--- config.mk ---
export PLATFORM = sky130hd
export DESIGN_NAME = stream_find_and_replace
export DESIGN_NICKNAME = d
export VERILOG_FILES = /design/src/rtl/sfr_pkg.sv /design/src/rtl/sfr_cell.sv /design/src/rtl/stream_find_and_replace.sv
export VERILOG_INCLUDE_DIRS = /design/src /design/src/rtl
export SDC_FILE = /design/constraint.sdc
export NUM_CORES = 1
export LEC_CHECK = 0
export BUFFER_PORTS_ARGS = -buffer_cell sky130_fd_sc_hd__buf_2
export CORE_ASPECT_RATIO = 0.7
export CORE_UTILIZATION = 40
export DETAILED_ROUTE_END_ITERATION = 10
export SLEW_MARGIN = 20
export SYNTH_ARGS = -nofsm -noshare
export SYNTH_HDL_FRONTEND = slang
export SYNTH_SLANG_ARGS = --single-unit
--- constraint.sdc ---
create_clock -name clk_i -period 3.8 [get_ports clk_i]
set_input_delay 0.57 -clock clk_i [delete_from_list [all_inputs] [get_ports clk_i]]
set_output_delay 0.57 -clock clk_i [all_outputs]
set_load 0.05 [all_outputs]
--- src/rtl/stream_find_and_replace_macros.svh ---
// Assertion helpers used by stream_find_and_replace.sv.
`ifndef STREAM_FIND_AND_REPLACE_MACROS_SVH
`define STREAM_FIND_AND_REPLACE_MACROS_SVH

// Property checked at every clock edge outside reset.
`define SFR_ASSERT(lbl, clk, rst_n, prop) \
  lbl: assert property (@(posedge clk) disable iff (!rst_n) prop) \
    else $error("%m: assertion failed");

// Antecedent in one cycle implies consequent in the next.
`define SFR_ASSERT_NEXT(lbl, clk, rst_n, ante, cons) \
  lbl: assert property (@(posedge clk) disable iff (!rst_n) (ante) |=> (cons)) \
    else $error("%m: assertion failed");

`endif

--- src/rtl/sfr_pkg.sv ---
package sfr_pkg;

  // Configuration port
  localparam int CFG_DATA_W  = 64;
  localparam int CFG_INDEX_W = 2;
  localparam int LEN_W       = 4;

  // Register indexes
  localparam logic [CFG_INDEX_W-1:0] CFG_SEARCH_PATTERN     = 2'd0;
  localparam logic [CFG_INDEX_W-1:0] CFG_SEARCH_LENGTH      = 2'd1;
  localparam logic [CFG_INDEX_W-1:0] CFG_REPLACEMENT_TEXT   = 2'd2;
  localparam logic [CFG_INDEX_W-1:0] CFG_REPLACEMENT_LENGTH = 2'd3;

  localparam logic [7:0] NEWLINE_BYTE = 8'd10;

  // Per-cell controls from the sequencer
  typedef struct packed {
    logic append;  // load the incoming text byte
    logic shift;   // take the byte of the right-hand neighbor
  } cell_ctl_t;

  // Per-cell compare results
  typedef struct packed {
    logic eq_own;   // held byte equals pattern byte at this position
    logic eq_prev;  // held byte equals pattern byte one position lower
  } cell_stat_t;

endpackage

--- src/rtl/sfr_cell.sv ---
module sfr_cell
  import sfr_pkg::*;
(
  input  logic       clk_i,
  input  cell_ctl_t  ctl_i,
  input  logic [7:0] text_byte_i,
  input  logic [7:0] next_byte_i,
  input  logic [7:0] pat_own_i,
  input  logic [7:0] pat_prev_i,
  output logic [7:0] byte_o,
  output cell_stat_t stat_o
);

  logic [7:0] byte_q;
  logic [7:0] byte_d;

  // Held byte: load new text, or move one place toward the head
  always_comb begin
    byte_d = byte_q;
    if (ctl_i.append) begin
      byte_d = text_byte_i;
    end else if (ctl_i.shift) begin
      byte_d = next_byte_i;
    end
  end

  always_ff @(posedge clk_i) begin
    byte_q <= byte_d;
  end

  // Compare against this position and the one it moves into on a shift
  assign stat_o.eq_own  = (byte_q == pat_own_i);
  assign stat_o.eq_prev = (byte_q == pat_prev_i);
  assign byte_o         = byte_q;

endmodule

--- src/rtl/stream_find_and_replace.sv ---
// Streaming find-and-replace on a byte stream.
// Input channel: in_valid_i / in_stall_o with text_byte_i and end_of_text_i;
// a transfer happens when valid is high and stall is low.
// Output channel: out_valid_o / out_stall_i with out_byte_o and run_last_o;
// run_last_o marks the final output byte caused by one input item.
// Configuration: cfg_we_i writes cfg_data_i into register cfg_index_i
// (0 pattern, 1 pattern length, 2 replacement, 3 replacement length); write
// only while the block is idle.
// Held bytes live in a row of MAX_SEARCH cells; a release pops the head
// cell and every cell takes its neighbor's byte in the same cycle.
// Timing: an item is taken in ST_IDLE; the sequencer then emits one output
// byte per cycle while the output channel is not stalled, with a compare
// state (ST_CHECK) when the byte enters the hold row. Each output byte
// passes from the sequencer through the output register to out_valid_o.
// in_stall_o stays high until the item's last byte sits in the output reg.
// A stalled receiver holds the sequencer in its emitting states; the output register holds.
// Reset empties the hold row, clears the configuration registers to zero
// (empty pattern, so bytes pass through) and drops out_valid_o.
`include "stream_find_and_replace_macros.svh"

module stream_find_and_replace
  import sfr_pkg::*;
#(
  parameter int MAX_SEARCH  = 8,
  parameter int MAX_REPLACE = 8
) (
  input  logic                   clk_i,
  input  logic                   rst_ni,
  // config
  input  logic                   cfg_we_i,
  input  logic [CFG_INDEX_W-1:0] cfg_index_i,
  input  logic [CFG_DATA_W-1:0]  cfg_data_i,
  // input channel
  input  logic                   in_valid_i,
  output logic                   in_stall_o,
  input  logic [7:0]             text_byte_i,
  input  logic                   end_of_text_i,
  // output channel
  output logic                   out_valid_o,
  input  logic                   out_stall_i,
  output logic [7:0]             out_byte_o,
  output logic                   run_last_o
);

  localparam int CntW = $clog2(MAX_SEARCH + 1);
  localparam int RepW = (MAX_REPLACE > 1) ? $clog2(MAX_REPLACE) : 1;

  localparam logic [2:0] ST_IDLE  = 3'd0;
  localparam logic [2:0] ST_CHECK = 3'd1;
  localparam logic [2:0] ST_POP   = 3'd2;
  localparam logic [2:0] ST_FLUSH = 3'd3;
  localparam logic [2:0] ST_BYTE  = 3'd4;
  localparam logic [2:0] ST_REPL  = 3'd5;

  // Configuration registers
  logic [MAX_SEARCH*8-1:0]  pat_q;
  logic [LEN_W-1:0]         slen_q;
  logic [MAX_REPLACE*8-1:0] rep_q;
  logic [LEN_W-1:0]         rlen_q;

  always_ff @(posedge clk_i or negedge rst_ni) begin
    if (!rst_ni) begin
      pat_q  <= '0;
      slen_q <= '0;
      rep_q  <= '0;
      rlen_q <= '0;
    end else if (cfg_we_i) begin
      case (cfg_index_i)
        CFG_SEARCH_PATTERN:     pat_q  <= cfg_data_i[MAX_SEARCH*8-1:0];
        CFG_SEARCH_LENGTH:      slen_q <= cfg_data_i[LEN_W-1:0];
        CFG_REPLACEMENT_TEXT:   rep_q  <= cfg_data_i[MAX_REPLACE*8-1:0];
        CFG_REPLACEMENT_LENGTH: rlen_q <= cfg_data_i[LEN_W-1:0];
        default: ;
      endcase
    end
  end

  // Saturated lengths
  logic [LEN_W-1:0] len;
  logic [LEN_W-1:0] rlen;
  assign len  = (slen_q > LEN_W'(MAX_SEARCH)) ? LEN_W'(MAX_SEARCH) : slen_q;
  assign rlen = (rlen_q > LEN_W'(MAX_REPLACE)) ? LEN_W'(MAX_REPLACE) : rlen_q;

  // Sequencer state
  logic [2:0]      st_q, st_d;
  logic [CntW-1:0] count_q, count_d;
  logic            tail_q, tail_d;
  logic [7:0]      byte_q, byte_d;
  logic [RepW-1:0] ridx_q, ridx_d;

  logic       in_accept;
  logic       slot_free;
  logic       emit;
  logic [7:0] emit_byte;
  logic       emit_last;
  logic       do_append;
  logic       do_shift;

  // Output register
  logic       out_valid_q, out_valid_d;
  logic [7:0] out_byte_q;
  logic       out_last_q;

  // Hold row
  logic [7:0]            cell_byte [MAX_SEARCH];
  logic [MAX_SEARCH-1:0] eq_own;
  logic [MAX_SEARCH-1:0] eq_prev;
  logic [MAX_SEARCH-1:0] held_mask;
  logic [MAX_SEARCH-1:0] rest_mask;
  logic                  prefix_own;
  logic                  rest_ok;

  for (genvar i = 0; i < MAX_SEARCH; i++) begin : g_cell
    cell_ctl_t  ctl;
    cell_stat_t stat;
    logic [7:0] next_byte;
    logic [7:0] pat_prev;

    if (i == MAX_SEARCH - 1) begin : g_tail
      assign next_byte = 8'h00;
    end else begin : g_mid
      assign next_byte = cell_byte[i+1];
    end

    if (i == 0) begin : g_head
      assign pat_prev = 8'h00;
    end else begin : g_body
      assign pat_prev = pat_q[(i-1)*8 +: 8];
    end

    assign ctl.append = do_append && (count_q == CntW'(i));
    assign ctl.shift  = do_shift;

    sfr_cell u_cell (
      .clk_i       (clk_i),
      .ctl_i       (ctl),
      .text_byte_i (text_byte_i),
      .next_byte_i (next_byte),
      .pat_own_i   (pat_q[i*8 +: 8]),
      .pat_prev_i  (pat_prev),
      .byte_o      (cell_byte[i]),
      .stat_o      (stat)
    );

    assign eq_own[i]    = stat.eq_own;
    assign eq_prev[i]   = stat.eq_prev;
    assign held_mask[i] = (CntW'(i) < count_q);
    assign rest_mask[i] = (i != 0) && held_mask[i];
  end

  // Held bytes are a prefix of the pattern; same for the row after one pop
  assign prefix_own = &(eq_own | ~held_mask);
  assign rest_ok    = &(eq_prev | ~rest_mask);

  assign slot_free  = !out_valid_q || !out_stall_i;
  assign in_stall_o = (st_q != ST_IDLE);
  assign in_accept  = in_valid_i && !in_stall_o;

  // Sequencer
  always_comb begin
    st_d      = st_q;
    count_d   = count_q;
    tail_d    = tail_q;
    byte_d    = byte_q;
    ridx_d    = ridx_q;
    emit      = 1'b0;
    emit_byte = 8'h00;
    emit_last = 1'b0;
    do_append = 1'b0;
    do_shift  = 1'b0;
    case (st_q)
      ST_IDLE: begin
        if (in_accept) begin
          byte_d = text_byte_i;
          if (end_of_text_i) begin
            tail_d = 1'b0;
            if (count_q != '0) begin
              st_d = ST_FLUSH;
            end
          end else if (text_byte_i == NEWLINE_BYTE ||
                       (len != '0 && LEN_W'(count_q) >= len)) begin
            // flush the hold row, then pass the byte
            tail_d = 1'b1;
            st_d   = (count_q != '0) ? ST_FLUSH : ST_BYTE;
          end else if (len == '0) begin
            st_d = ST_BYTE;
          end else begin
            do_append = 1'b1;
            count_d   = count_q + CntW'(1);
            st_d      = ST_CHECK;
          end
        end
      end
      ST_CHECK: begin
        if (LEN_W'(count_q) == len && prefix_own) begin
          count_d = '0;
          ridx_d  = '0;
          st_d    = (rlen != '0) ? ST_REPL : ST_IDLE;
        end else if (prefix_own) begin
          st_d = ST_IDLE;
        end else begin
          st_d = ST_POP;
        end
      end
      ST_POP: begin
        // release the head byte until the rest is a pattern prefix again
        if (slot_free) begin
          emit      = 1'b1;
          emit_byte = cell_byte[0];
          emit_last = rest_ok;
          do_shift  = 1'b1;
          count_d   = count_q - CntW'(1);
          if (rest_ok) begin
            st_d = ST_IDLE;
          end
        end
      end
      ST_FLUSH: begin
        if (slot_free) begin
          emit      = 1'b1;
          emit_byte = cell_byte[0];
          emit_last = (count_q == CntW'(1)) && !tail_q;
          do_shift  = 1'b1;
          count_d   = count_q - CntW'(1);
          if (count_q == CntW'(1)) begin
            st_d = tail_q ? ST_BYTE : ST_IDLE;
          end
        end
      end
      ST_BYTE: begin
        if (slot_free) begin
          emit      = 1'b1;
          emit_byte = byte_q;
          emit_last = 1'b1;
          st_d      = ST_IDLE;
        end
      end
      ST_REPL: begin
        if (slot_free) begin
          emit      = 1'b1;
          emit_byte = rep_q[ridx_q*8 +: 8];
          emit_last = (LEN_W'(ridx_q) == rlen - LEN_W'(1));
          ridx_d    = ridx_q + RepW'(1);
          if (emit_last) begin
            st_d = ST_IDLE;
          end
        end
      end
      default: begin
        st_d = ST_IDLE;
      end
    endcase
  end

  always_ff @(posedge clk_i or negedge rst_ni) begin
    if (!rst_ni) begin
      st_q    <= ST_IDLE;
      count_q <= '0;
      tail_q  <= 1'b0;
      ridx_q  <= '0;
    end else begin
      st_q    <= st_d;
      count_q <= count_d;
      tail_q  <= tail_d;
      ridx_q  <= ridx_d;
    end
  end

  always_ff @(posedge clk_i) begin
    byte_q <= byte_d;
  end

  // Output register: load on emit, drop after the transfer
  always_comb begin
    out_valid_d = out_valid_q;
    if (emit) begin
      out_valid_d = 1'b1;
    end else if (!out_stall_i) begin
      out_valid_d = 1'b0;
    end
  end

  always_ff @(posedge clk_i or negedge rst_ni) begin
    if (!rst_ni) begin
      out_valid_q <= 1'b0;
    end else begin
      out_valid_q <= out_valid_d;
    end
  end

  always_ff @(posedge clk_i) begin
    if (emit) begin
      out_byte_q <= emit_byte;
      out_last_q <= emit_last;
    end
  end

  assign out_valid_o = out_valid_q;
  assign out_byte_o  = out_byte_q;
  assign run_last_o  = out_last_q;

  // Checks
  `SFR_ASSERT(a_release_needs_bytes, clk_i, rst_ni, (st_q == ST_POP || st_q == ST_FLUSH) |-> count_q != '0)
  `SFR_ASSERT(a_repl_row_empty, clk_i, rst_ni, (st_q == ST_REPL) |-> count_q == '0)
  `SFR_ASSERT(a_check_follows_append, clk_i, rst_ni, (st_q == ST_CHECK) |-> $past(in_accept))
  `SFR_ASSERT_NEXT(a_emit_lands, clk_i, rst_ni, emit, out_valid_q && out_byte_q == $past(emit_byte))

endmodule
# Word level (Yosys, flattened, before mapping)
# Cells that the tools add are included.
# word_totals
out_inout_bits	11
elab_cells	205
register_bits	229
# classes
eq_ne	48
shift	1
muxes	66
n_reduce_logical	51
bitwise_logic	4
magnitude_cmp	11
add_sub_neg	4
# op_table
op	n
2-to-1 mux 8 bit	19
equality test 8 bit	15
indexed part select 64 x 7 -> 8 bit	1
2-to-1 mux 3 bit	18
2-to-1 mux 4 bit	8
!= test 2 bit, second input constant	12
one-hot mux 8 bit (3 select lines)	1
nonzero test 2 bit	10
one-hot mux 3 bit (6 select lines)	1
equality test 4 x 3 -> 1 bit, second input constant	4
< comparator 3 x 4 -> 1 bit, first input constant	4
inverter 8 bit	2
bitwise OR 8 bit	2
AND reduction 8 bit	2
2-to-1 mux 1 bit	15
logical AND 1 bit	12
one-hot mux 4 bit (3 select lines)	1
nonzero test 4 bit	3
AND reduction 2 bit	5
AND reduction 9 bit	1
equality test 4 x 2 -> 1 bit, second input constant	2
equality test 8 x 4 -> 1 bit, second input constant	1
greater-than comparator 4 bit, second input constant	2
logical NOT 4 bit	2
29 further kinds	42

# Logic depth before layout (Yosys ltp)
# logic_depth
depth_word	11
depth_mapped	9

# Modules after synthesis
# From an unflattened synthesis, not the netlist that was laid out.
# hier_totals
hier_cells	875
hier_area_um2	12115.4
# by_module_without_submodules
module	cells_each	area_per_inst_um2	instances	seq_area_each_um2
stream_find_and_replace	555	7711.1	1	4214.0
sfr_cell	40	550.5	8	240.2

# Worst setup path after synthesis
# No wires, ideal clock.
# synth_path
path_kind	reg-to-reg
from	register count_q[0]
to	register g_cell[5].u_cell.byte_q[0], enable pin
slack_ps	763
period_less_slack_ps	3037
t_arrival_ps	2653
path_stages_with_launch	9
setup_time_ps	384
path_cell_list	dfrtp_1 > inv_1 > ha_1 > nand2b_1 > a2111oi_4 > o31a_1 > and3_2 > nand3_4 > o21ai_0
# synth_between
elab_chain_len	9
elab_cells_between_ends	10
classes_between	order compare (1); eq/ne (1); mux (4); reduce/logical (4)
# synth_lines
element	line	text
start, declared	stream_find_and_replace.sv:86	logic [CntW-1:0] count_q, count_d;
start signal, assigned	stream_find_and_replace.sv:263	count_q <= count_d;
>= comparator 4 bit	stream_find_and_replace.sv:181	(len != '0 && LEN_W'(count_q) >= len)) begin
logical AND 1 bit	stream_find_and_replace.sv:181	
logical OR 1 bit	stream_find_and_replace.sv:180	end else if (text_byte_i == NEWLINE_BYTE ||
2-to-1 mux 1 bit	stream_find_and_replace.sv:180	
2-to-1 mux 1 bit	stream_find_and_replace.sv:175	if (end_of_text_i) begin
2-to-1 mux 1 bit	stream_find_and_replace.sv:173	if (in_accept) begin
2-to-1 mux 1 bit	stream_find_and_replace.sv:171	case (st_q)
logical AND 1 bit *	stream_find_and_replace.sv:131	assign ctl.append = do_append && (count_q == CntW'(i));
nonzero test 2 bit (no source line) *	-	
end signal, assigned	sfr_cell.sv:28	byte_q <= byte_d;
end, declared	sfr_cell.sv:14	logic [7:0] byte_q;
# Every way passes the cells marked *; elsewhere a longest branch is shown, timed or not.
# A chain may end at the register's enable or synchronous reset.

# Worst setup path in the final report
# layout_path
from	register count_q[0]
to	register g_cell[0].u_cell.byte_q[7], enable pin
# layout_between
elab_chain_len	9
elab_cells_between_ends	10
classes_between	order compare (1); mux (4); reduce/logical (5)
# layout_lines
element	line
>= comparator 4 bit	stream_find_and_replace.sv:181
logical AND 1 bit	stream_find_and_replace.sv:181
logical OR 1 bit	stream_find_and_replace.sv:180
2-to-1 mux 1 bit	stream_find_and_replace.sv:180
2-to-1 mux 1 bit	stream_find_and_replace.sv:175
2-to-1 mux 1 bit	stream_find_and_replace.sv:173
2-to-1 mux 1 bit	stream_find_and_replace.sv:171
logical AND 1 bit *	stream_find_and_replace.sv:131
nonzero test 2 bit (no source line) *	-
end signal, assigned	sfr_cell.sv:28
end, declared	sfr_cell.sv:14
# Marked as above.

==> metrics.csv <==
stage;metric;value;unit
detailed_routing;route.met2.wl;12940;um
power;p_leak;0.005321;uW
global_route;grtUsageTotal;0.2242;
cells_and_area;syn2layout_area_growth;14.03;%
synthesis;synthesis.nets;964;
placed_design;post-place-ws;0.5039;ns
clocking;clk_latency;0.53;ns
status;status;complete, no violations;
sta;max_freq;298.0;MHz
die;dieHeight;144.6;um
synthesis;synth_top_area_frac;0.3187;
synthesis;synth_common_cells;mux2_2, dfrtp_1, xor2_1, edfxtp_1, nand2_1;
detailed_routing;num_vias;7553;
power;ir_drop;0.0002432;V
setup_path;cp-start-kind;register;
cells_and_area;regArea;0.006136;mm^2
clocking;cts.sinks;229;
detailed_routing;wl_met3;2490;um
detailed_routing;drt_iter0_drc;731;
sta;tightest_slew;0.9102;ns
synthesis;syn_inst;872;
detailed_routing;routedWlPerCell;23.94;um
detailed_routing;firstDrtPassIters;5;
placed_design;numPortBuffers;90;
clocking;cts_root_buffer;clkbuf_16;
synthesis;synth_ff_type;dfrtp_1;
synthesis;synth_cell_types;61;
cells_and_area;drive_above_1_share;0.3689;
hold_path;hold_class;in2async;
synthesis;ys_seq_elements;229;
setup_path;cp_data_arrival_time;3.53;ns
sta;period_needed;3.355;ns
die;die_w;205.7;um
global_route;grt_pass1_vias;7396;
die;coreArea;0.02820;mm^2
cells_and_area;antenna_cells;0;
clocking;cts_buffers;25;
cells_and_area;multi_input_area;0.005299;mm^2
synthesis;synth_area_per_cell;13.33;um^2
power;power_density;519.7;mW/mm^2
synthesis;synth_area_leader_cell;dfrtp_1;
synthesis;yosysWarnings;0;
synthesis;synth-edff-count;81;
synthesis;netlist_area;0.01162;mm^2
setup_path;setup.worst_path.class;reg2reg;
clocking;cts_repair_resize_count;0;
clocking;clk_path_buf_depth;3;
sta;fin_setup_tns;0;ns
detailed_routing;post-route-drc-count;0;
sta;hold_viol;0;
cells_and_area;fin_nets;1058;
die;placementRows;51;
detailed_routing;routed.top_layer;met4;
sta;finClkSkew;0.01883;ns
synthesis;synth_most_common_cell;mux2_2;
clocking;htree_levels;1;
synthesis;post_synth_main_area_contributors;dfrtp_1, edfxtp_1, mux2_2;
die;dieArea;0.02975;mm^2
clocking;clk_pin_slew;0.06;ns
setup_path;cp_data_required_time;3.97;ns
sta;rsz0062_at_grt;false;
sta;report.final.slew_viol_count;0;
setup_path;worstPathMaxFanout;9;
synthesis;async_flop_share;0.6463;
clocking;hold_buffers;0;
detailed_routing;drt_wl_total;32450;um
sta;min_period_over_period;0.8830;
die;start_util;0.4120;
global_route;grt_pass1_wl;48690;um
sta;setup_viol;0;
detailed_routing;ant_nets;0;
cells_and_area;fillerInstances;2534;
die;io_pins;91;
detailed_routing;wl_met1;16540;um
global_route;grt_max_degree;91;
global_route;gr-total-overflow;0;
clocking;cts_tree;built;
global_route;grt_antenna_before_repair;0;
placed_design;place_hpwl;24270;um
setup_path;end_kind;register;
sta;relSlewSlack;0.3932;
synthesis;yosysSeqAreaShare;0.5280;
sta;timing.final.ws_setup;0.4446;ns
placed_design;place.gp.congestion;0.9108;
run;drv_cap;0;
detailed_routing;vias_per_cell;5.574;
sta;hold_ws;0.01504;ns
clocking;cts_setup_buffers;0;
sequential cells by signal, summed over array words and instances, names as in the netlist:
signal	flops
g_cell.u_cell.byte_o	64
pat_q	64
rep_q	64
byte_q	8
out_byte_o	8
count_q	4
rlen_q	4
slen_q	4
ridx_q	3
st_q	3
out_valid_o	1
run_last_o	1
tail_q	1
worst paths after layout:
path                                         endpoint  slack [ns]           start  cells past startpoint
setup reg to reg           g_cell[0].u_cell.byte_o[7]        0.44      count_q[0]                      8
min in group clk_i                          rep_q[30]        0.28  cfg_data_i[30]                      2
hold / removal                              rep_q[42]        0.02          rst_ni                      1
setup / recovery           g_cell[0].u_cell.byte_o[7]        0.44      count_q[0]                      8
hold reg to reg                             rep_q[51]        0.50       rep_q[51]                      1
max in group asynchronous                   pat_q[26]        2.89          rst_ni                      2
report_power, final:
group	internal (uW)	switching (uW)
combinational	640	608
sequential	2910	438
clock	1310	989
through the flow:
| step | cell area [um^2] | util | std cells | power [uW] |
|---|---|---|---|---|
| after floorplan | 11620 | - | 872 | 4106 |
| after global placement | 12490 | 0.4429 | 1310 | 4588 |
| after detailed placement | 12490 | 0.4429 | 1310 | 4612 |
| after CTS | 13250 | 0.4698 | 1355 | 6929 |
| after global routing | 13250 | 0.4698 | 1355 | 7197 |
| final | 13250 | 0.4698 | 1355 | 6886 |
cells by family (layout without fill, tap and decap cells):
logic type | count (synthesis) | count (layout) | synth area share
AOI/OAI and AO/OA | 81 | 81 | 0.04953
and+or+nand+nor | 173 | 173 | 0.08033
adders and majority gates | 12 | 12 | 0.01292
xor gates and xnor gates | 124 | 124 | 0.09346
buffers and inverters | 43 | 155 | 0.01637
DFF | 229 | 229 | 0.5280
muxes | 210 | 210 | 0.2193
cell type report:
| class | instances | share of cell area |
|---|---|---|
| flip-flops and latches | 229 | 0.4631 |
| multi-input cells | 600 | 0.3999 |
| inverters | 7 | 0.001983 |
| clock inverters | 5 | 0.002644 |
| clock buffers | 40 | 0.05458 |
| well taps | 371 | 0.03503 |
| repair buffers | 103 | 0.04278 |
critical path, cell delays in order, from the launching register on:
cell and delay [ns]:
dfrtp_1 0.52, inv_1 0.19, ha_1 0.34, nand2b_1 0.18
a2111oi_4 0.37, o31a_1 0.24, and3_2 0.31, and3_1 0.42
nand2b_1 0.42
cell usage in the layout (no fill, tap or decap), drive strengths merged, types with 8 or more instances in the layout:
| cell type | instances |
|---|---|
| and2 | 10 |
| xor2 | 114 |
| o21ai | 16 |
| nand2b | 13 |
| nor2 | 34 |
| inv | 8 |
| edfxtp | 81 |
| xnor2 | 10 |
| dfrtp | 148 |
| a21oi | 30 |
| ha | 12 |
| a211oi | 10 |
| nand2 | 43 |
| mux2 | 194 |
| and3 | 9 |
| mux4 | 16 |
| buf | 103 |
| clkbuf | 40 |
| nand3 | 9 |
| nor4 | 32 |
metal layers:
metal | vias up | track usage
li1 | 3389 | -
met1 | 3849 | 0.3612
met2 | 275 | 0.3052
met3 | 40 | 0.04461
met4 | 0 | 0.04055
met5 | - | 0
Note: power is estimated with default switching activity, not from simulation.
